## src/rtl/vhcd_pkg.sv

```systemverilog
`timescale 1ns / 1ps
// shared types and constants for the voxel hash centroid downsampler
// no dependencies
package vhcd_pkg;

	localparam int TblSize  = 1024;
	localparam int TblAw    = $clog2(TblSize);
	localparam int QDepth   = 4;
	localparam int QAw      = $clog2(QDepth);
	localparam int DivSteps = 48;

	localparam logic [31:0] HashPx   = 32'd73856093;
	localparam logic [31:0] HashPy   = 32'd19349663;
	localparam logic [31:0] HashPz   = 32'd83492791;
	localparam logic [15:0] CountMax = 16'hFFFF;
	localparam logic [23:0] InvLeafRst = 24'd655360;

	localparam logic [1:0] CfgInvX = 2'd0;
	localparam logic [1:0] CfgInvY = 2'd1;
	localparam logic [1:0] CfgInvZ = 2'd2;

	localparam logic OpAdd   = 1'b0;
	localparam logic OpDrain = 1'b1;

	typedef struct packed {
		logic        op;
		logic [31:0] x_coord;
		logic [31:0] y_coord;
		logic [31:0] z_coord;
		logic [15:0] intensity_in;
	} item_t;

	typedef struct packed {
		logic        valid_res;
		logic [31:0] mean_x;
		logic [31:0] mean_y;
		logic [31:0] mean_z;
		logic [15:0] mean_intensity;
		logic [15:0] point_total;
		logic        done_res;
	} result_t;

	// result when a drain finds no occupied bucket
	localparam result_t ResDone = '{
		valid_res:      1'b0,
		mean_x:         32'd0,
		mean_y:         32'd0,
		mean_z:         32'd0,
		mean_intensity: 16'd0,
		point_total:    16'd0,
		done_res:       1'b1
	};

	// queue entry: classified item with its bucket
	typedef struct packed {
		logic              op;
		logic [TblAw-1:0]  bucket;
		logic [31:0]       x_coord;
		logic [31:0]       y_coord;
		logic [31:0]       z_coord;
		logic [15:0]       intensity_in;
	} qent_t;

	typedef struct packed {
		logic [47:0] sum_x;
		logic [47:0] sum_y;
		logic [47:0] sum_z;
		logic [31:0] sum_i;
		logic [15:0] cnt;
	} bucket_t;

endpackage

```

## src/rtl/vhcd_queue.sv

```systemverilog
`timescale 1ns / 1ps
// short fifo between the hashing front and the bucket back end
// depends on vhcd_pkg
module vhcd_queue
	import vhcd_pkg::*;
(
	input  logic         clk,
	input  logic         arst_n,
	input  logic         push,
	input  qent_t        wdata,
	input  logic         pop,
	output qent_t        rdata,
	output logic         empty,
	output logic [QAw:0] cnt
);
	qent_t          ent_q [QDepth];
	logic [QAw-1:0] wr_q, rd_q;
	logic [QAw:0]   cnt_q;

	always_ff @(posedge clk) begin
		if (push) begin
			ent_q[wr_q] <= wdata;
		end
	end

	always_ff @(posedge clk or negedge arst_n) begin
		if (!arst_n) begin
			wr_q  <= '0;
			rd_q  <= '0;
			cnt_q <= '0;
		end else begin
			if (push) wr_q <= wr_q + 1'b1;
			if (pop)  rd_q <= rd_q + 1'b1;
			cnt_q <= cnt_q + {{QAw{1'b0}}, push} - {{QAw{1'b0}}, pop};
		end
	end

	assign rdata = ent_q[rd_q];
	assign empty = (cnt_q == '0);
	assign cnt   = cnt_q;
endmodule

```

## config.mk

```make
export PLATFORM = sky130hd
export DESIGN_NAME = vhcd_queue
export DESIGN_NICKNAME = d
export VERILOG_FILES = /design/src/rtl/vhcd_pkg.sv /design/src/rtl/vhcd_queue.sv
export SDC_FILE = /design/constraint.sdc
export NUM_CORES = 1
export LEC_CHECK = 0
export BUFFER_PORTS_ARGS = -buffer_cell sky130_fd_sc_hd__buf_2
export CAP_MARGIN = 20
export CORE_ASPECT_RATIO = 0.8
export CORE_UTILIZATION = 45
export DETAILED_ROUTE_END_ITERATION = 8
export MAX_ROUTING_LAYER = met4
export PLACE_DENSITY = 0.75
export SYNTH_ARGS = -nofsm -noshare
export SYNTH_HDL_FRONTEND = slang
export SYNTH_SLANG_ARGS = --single-unit
```

## constraint.sdc

```tcl
create_clock -name clk -period 5.8 [get_ports clk]
set_input_delay 1.16 -clock clk [delete_from_list [all_inputs] [get_ports clk]]
set_output_delay 1.16 -clock clk [all_outputs]
set_load 0.02 [all_outputs]
```

==> results by group, run 1 <==
Clock network
  – Clock Tree Buf Depth: 3
  – CTS HTree Levels: 2
  – Clk slew on worst S/H paths: 0.06 ns
  – Clock Latency Late Sink: 0.56 ns
  – Total clock sinks: approximately 500
  – Root Driver: clkbuf_16
  – Postcts setup bufs: 0
  – Hold Buf Count CTS: 0
  – CTS tree: yes
  – Total CTS buffers: 48
  – Post-CTS Resized: 0

GRT
  – Global-route wire length before repair: 50.3 mm
  – Global route overflow: 0
  – Pin count of the biggest net entering global routing: between 90 and 100
  – Vias in the first global route: 8647
  – Initial antenna violation count: 10
  – GRT Resource Usage Total: 0.170

Synthesis
  – Most common cell in the netlist: edfxtp_1
  – Distinct cells, synth: 16
  – Dominant synthesized flop cell: edfxtp_1
  – Sequential element share of the synthesized area: 0.826
  – YS warnings: 0
  – Simple-gate share of the synthesized area: 0.00207
  – Synth Instances: ~680
  – Ys async rst share: 0.0140
  – Mean post-synth cell area: 26.8 sq um
  – Multiplexer share of the synthesized area: 0.153
  – Number of synthesized register bits: between 400 and 500
  – Commonest cells in the netlist: edfxtp_1, mux4_2, buf_2
  – Synth Area in Compound Gates: 0.000276
  – Largest family of logic cells by synthesized area: multiplexers
  – Top cell type's share of synthesized area: 0.816
  – EDFF count, synth: 492
  – Area leader, netlist: edfxtp_1
  – Synth Area in Adders: 0.00525
  – Area of the mapped netlist: approximately 18000 sq um
  – Synth Area in XOR/XNOR: 0.00242
  – Syn Nets: between 800 and 900
  – Cells taking the most area after synthesis: edfxtp_1, mux4_2, dfrtp_1

Pwr
  – P_int: 7690 uW
  – Leak Pwr: approximately 0.0073 uW
  – Overall Power: between 10000 and 15000 uW
  – Peak supply drop: 0.284 mV
  – Seq pwr share: 0.448
  – Comb power frac: 0.300
  – Pwr/cell area: around 520 nW/um^2
  – Net Sw Power: 3570 uW
  – Clock network power share: 0.252
  – Switching Share: 0.317

Worst setup path
  – Crit end category: output port
  – Worst reg2reg startpoint: wr_q[0]
  – Worst-path fanout max: 64
  – Capture point of the worst path: rdata[29]
  – FF-to-FF setup slack: 3.33 ns
  – R2R Path End: ent_q[2][107]
  – R2R depth: 4
  – Required time at the worst-slack endpoint: around 4.6 ns
  – Kind of critical path: flop to output port
  – Critical Path Start: rd_q[1]
  – Worst Setup Start Kind: flop
  – Crit path DAT: approximately 2.8 ns

STA
  – Fin crit period: between 3 and 4 ns
  – Final slew viol count: 0
  – Max Clk Rate: 0.251 GHz
  – Final-report hold violation count: 0
  – Clock Skew: approximately 0.028 ns
  – Fin Setup TNS: 0 ns
  – Slew @ Worst Pin: 1.07 ns
  – RSZ-0062 raised after global routing: no
  – Period utilization: 0.686
  – Relative slew slack: 0.289
  – Final setup viols: 0

Placed design
  – Gpl congestion: just over 0.7
  – # port buffers: 253
  – Hpwl dp: about 20 mm

Route
  – Drt via density: 5.20
  – WL/cell: approximately 22 um
  – # DRC: 0
  – Via count: 8039
  – Initial DRC count: between 400 and 500
  – Final wirelength: ~33 mm
  – Drt pass-1 iters: 4
  – Post-route ant nets: 0

Outcome
  – Status: finished clean

Hold path
  – Worst hold-check path type: input port to async pin

Floorplan
  – Initial Utilization: 0.458
  – Die H: between 150 and 200 um
  – Total I/O pin count: roughly 250
  – Site Rows: 65
  – DIE WIDTH: around 230 um
  – Core area: approximately 40000 sq um
  – Die footprint: 41000 sq um

Cells and area
  – P&R area growth vs syn: 18.6%
  – Layout fillers: around 3.0k
  – Multi-input logic area: about 3000 sq um
  – Share of cells above drive strength 1: 0.458
  – FF/Latch Area: between 10000 and 15000 sq um
  – Nets@finish: roughly 1.1k

Job
  – Max Cap Violations: 0
==> kinds of logic (layout without fill, tap and decap cells) <==
kind of cell / count (synthesis) / in the layout
flops: 499 / 499
mux: 123 / 123
buf+inv: 34 / 360
fa+ha+maj: 7 / 7
simple gates: 7 / 7
xor+xnor: 5 / 5
compound gates: 1 / 1
other cells: 0 / 9
==> power by group through the flow <==
stage | clock [uW] | sequential (uW) | combinational (uW)
floorplan | 0 | 4970 | 2520
global placement | 0 | 5100 | 3430
detailed placement | 0 | 5140 | 3450
CTS | 2920 | 5070 | 3460
global route | 3060 | 5120 | 3610
finish | 2840 | 5040 | 3380
==> state kept, by name, indices dropped and copies added, names as in the netlist <==
signal  flops
wr_q        2
ent_q     492
rd_q        2
cnt         3
==> placed cells by master, fill, tap and decap left out, drive strengths merged <==
cell type and n:
nand2 2, edfxtp 492, diode 9, ha 6, inv 10, xnor2 3, clkbuf 65, fa 1
o21ai 1, and2 4, clkinvlp 3, clkinv 16, buf 266, xor2 2, mux4 123, nor3 1
dfrtp 7
==> critical path: stages, from the launching register on <==
cell,delay [ns]
dfrtp_4,1.11
buf_4,0.56
mux4_2,0.40
buf_2,0.18
==> stage by stage <==
stage           util  hold WS, ns  instances  instance area [sq um]  setup WS [ns]
6_report       0.543        0.421       1547                  21500           1.82
5_1_grt        0.543        0.393       1547                  21500           1.61
4_1_cts        0.543        0.392       1538                  21400           1.70
3_5_place_dp   0.506        0.542       1450                  20000           2.33
3_3_place_gp   0.506        0.517       1450                  20000           2.33
2_1_floorplan      -        0.494        676                  18100           1.32
==> worst min path at each step <==
| stage | from | to | slack (ns) | cells past startpoint |
|---|---|---|---|---|
| 6_report | arst_n | cnt[0] | 0.42 | 1 |
| 3_5_place_dp | wr_q[0] | wr_q[0] | 0.54 | 1 |
| 5_1_grt | arst_n | cnt[0] | 0.39 | 1 |
| 2_1_floorplan | wr_q[0] | wr_q[0] | 0.49 | 1 |
| 3_3_place_gp | wr_q[0] | wr_q[0] | 0.52 | 1 |
| 4_1_cts | arst_n | cnt[0] | 0.39 | 1 |
==> per-layer routing <==
metal | routed length (um) | GRT usage | vias to the layer above
met4 | 637 | 0.0457 | 0
met2 | 16600 | 0.272 | 223
met5 | 0 | - | -
li1 | - | - | 3529
met1 | 13600 | 0.209 | 4235
met3 | 2440 | 0.0526 | 52
==> area by class of cell <==
cell class,count,area share
sequential,499,0.697
multi-input combinational,143,0.138
timing repair buffer,266,0.0653
clock buffer,65,0.0604
tap,536,0.0312
clock inverter,23,0.00641
inverter,6,0.00105
antenna,9,0.00105
Power figures use the tool's default switching activity.
==> run 2: changes to the inputs <==
--- a/config.mk
+++ b/config.mk
@@ -11,7 +11,7 @@
 export CORE_UTILIZATION = 45
 export DETAILED_ROUTE_END_ITERATION = 8
 export MAX_ROUTING_LAYER = met4
-export PLACE_DENSITY = 0.75
+export PLACE_DENSITY = 0.78
 export SYNTH_ARGS = -nofsm -noshare
 export SYNTH_HDL_FRONTEND = slang
 export SYNTH_SLANG_ARGS = --single-unit
==> constraint.sdc (replaced) <==
create_clock -name clk -period 3.56 [get_ports clk]
set_input_delay 0.712 -clock clk [delete_from_list [all_inputs] [get_ports clk]]
set_output_delay 0.712 -clock clk [all_outputs]
set_load 0.02 [all_outputs]
==> run 2 against run 1 <==
Effect of this change:
- register-to-register slack got worse by 1.8 ns
- largest power group unchanged
- highest routed layer unchanged
- core utilization rose by 0.77 points
- non-clock buffer count rose by 12
- critical endpoint is now rdata[114]
- clock skew decreased by 0.018 ns
- clock power up 70%
==> results by group, run 2 (synthesis gave the netlist of run 1 again) <==
Clock network
  – Total CTS buffers: 49
  – Total clock sinks: about 500
  – Root Driver: clkbuf_16
  – Clk slew on worst S/H paths: ~0.06 ns
  – CTS tree: yes
  – Postcts setup bufs: 0
  – Clock Latency Late Sink: 0.56 ns
  – Clock Tree Buf Depth: 3
  – CTS HTree Levels: 2

STA
  – Final setup viols: 0
  – Period utilization: 0.892
  – Clock Skew: between 0.009 and 0.01 ns
  – Minimum hold slack: between 0.3 and 0.4 ns
  – Slew @ Worst Pin: around 0.69 ns
  – Fin crit period: 3.18 ns
  – RSZ-0062 raised after global routing: no
  – Fin Setup TNS: 0 ns
  – Relative slew slack: 0.540
  – Final slew viol count: 0
  – Max Clk Rate: 0.315 GHz
  – Final-report hold violation count: 0

Route
  – M1 WL: 14.8 mm
  – Initial DRC count: ~480
  – Drt via density: about 5.2
  – Via count: slightly above 8k
  – Post-route ant nets: 0
  – Drt pass-1 iters: 4
  – DR WL met3: about 2.5 mm
  – # DRC: 0
  – Final wirelength: about 35 mm
  – Max layer used: met4
  – Metal2 WL: ~17 mm
  – WL/cell: 22.3 um

Floorplan
  – Site Rows: 65
  – Die H: about 180 um
  – Total I/O pin count: between 200 and 300
  – Core area: a little under 40000 sq um
  – DIE WIDTH: 226 um
  – Initial Utilization: 0.458
  – Die footprint: 41000 sq um

GRT
  – Vias in the first global route: 8797
  – Global-route wire length before repair: roughly 52 mm
  – Pin count of the biggest net entering global routing: 71
  – GRT Resource Usage Total: 0.178
  – Initial antenna violation count: 8
  – Global route overflow: 0

Pwr
  – Leak Pwr: ~0.0074 uW
  – Overall Power: 18800 uW
  – Comb power frac: 0.317
  – Net Sw Power: between 5000 and 6000 uW
  – Peak supply drop: 0.504 mV
  – P_int: ~13000 uW
  – Clock network power share: 0.256
  – Seq pwr share: 0.426
  – Switching Share: 0.314
  – Pwr/cell area: ~860 nW/um^2

Worst setup path
  – Crit path DAT: ~2.5 ns
  – Kind of critical path: flop to output port
  – Worst Setup Start Kind: flop
  – Crit end category: output port
  – Worst-path fanout max: 28
  – Required time at the worst-slack endpoint: between 2 and 3 ns

Placed design
  – Gpl congestion: approximately 0.75
  – # port buffers: 253
  – Dpl cells: approximately 1.5k
  – Hpwl dp: ~21 mm

Outcome
  – Status: finished clean

Cells and area
  – Most common cell after layout, fill and taps aside: edfxtp_1
  – Non-Filler Instances: ~1.6k
  – P&R area growth vs syn: 20.3%
  – Largest Register: ent_q
  – Commonest cells after routing, fill and taps aside: edfxtp_1, buf_2, mux4_2
  – Largest register FFs: around 500
  – Nets@finish: 1111
  – Core Util, Final: 0.551
  – Share of cells above drive strength 1: 0.465

Hold path
  – Worst hold-check path type: input port to flop

Job
  – Max Cap Violations: 0
## run 2: worst paths after layout
kind                       cells past startpoint            to  slack (ns)  startpoint
max                                            3    rdata[114]        0.38     rd_q[0]
min                                            1  ent_q[3][49]        0.36   wdata[49]
max reg2reg                                    4  ent_q[2][12]        1.58     wr_q[0]
min reg2reg                                    1       wr_q[0]        0.54     wr_q[0]
max in group asynchronous                      2       rd_q[1]        2.86      arst_n
min in group asynchronous                      2        cnt[0]        0.52      arst_n
## run 2: power by group through the flow
stage               registers [uW]  clock network (uW)  logic, uW
floorplan                     8020                   0       4100
global placement              8090                   0       6010
detailed placement            8160                   0       6060
CTS                           8050                4940       6090
global route                  8120                5160       6370
finish                        8020                4830       5970
## run 2: cell type report
cell class                      instances  area, sq um
Sequential cell                       499        15000
Fill cell                            2919        17800
Tap cell                              536          671
Clock buffer                           62         1320
Antenna cell                            9         22.5
Clock inverter                         26          191
Timing Repair Buffer                  278         1630
Multi-Input combinational cell        143         2960
Inverter                                6         22.5
## run 2: routing by layer
| metal | track usage | up-vias |
|---|---|---|
| li1 | - | 3543 |
| met1 | 0.241 | 4315 |
| met2 | 0.271 | 241 |
| met3 | 0.0469 | 47 |
| met4 | 0.0446 | 0 |
| met5 | - | - |
## run 2: what timing repair did
action,in CTS,in global routing
resized for setup,0,0
endpoints found under the hold margin,7,0
hold buffers,1,0
## run 2: per-stage QoR
step	instance area, sq um	setup WS [ns]
2_1_floorplan	18100	0.877
3_3_place_gp	20200	0.942
3_5_place_dp	20200	0.914
4_1_cts	21800	0.301
5_1_grt	21800	0.237
6_report	21800	0.384
## run 2: critical path, cell delays in order (launching register included)
cell	delay, ns
dfrtp_4	0.82
buf_4	0.34
mux4_2	0.56
buf_2	0.18
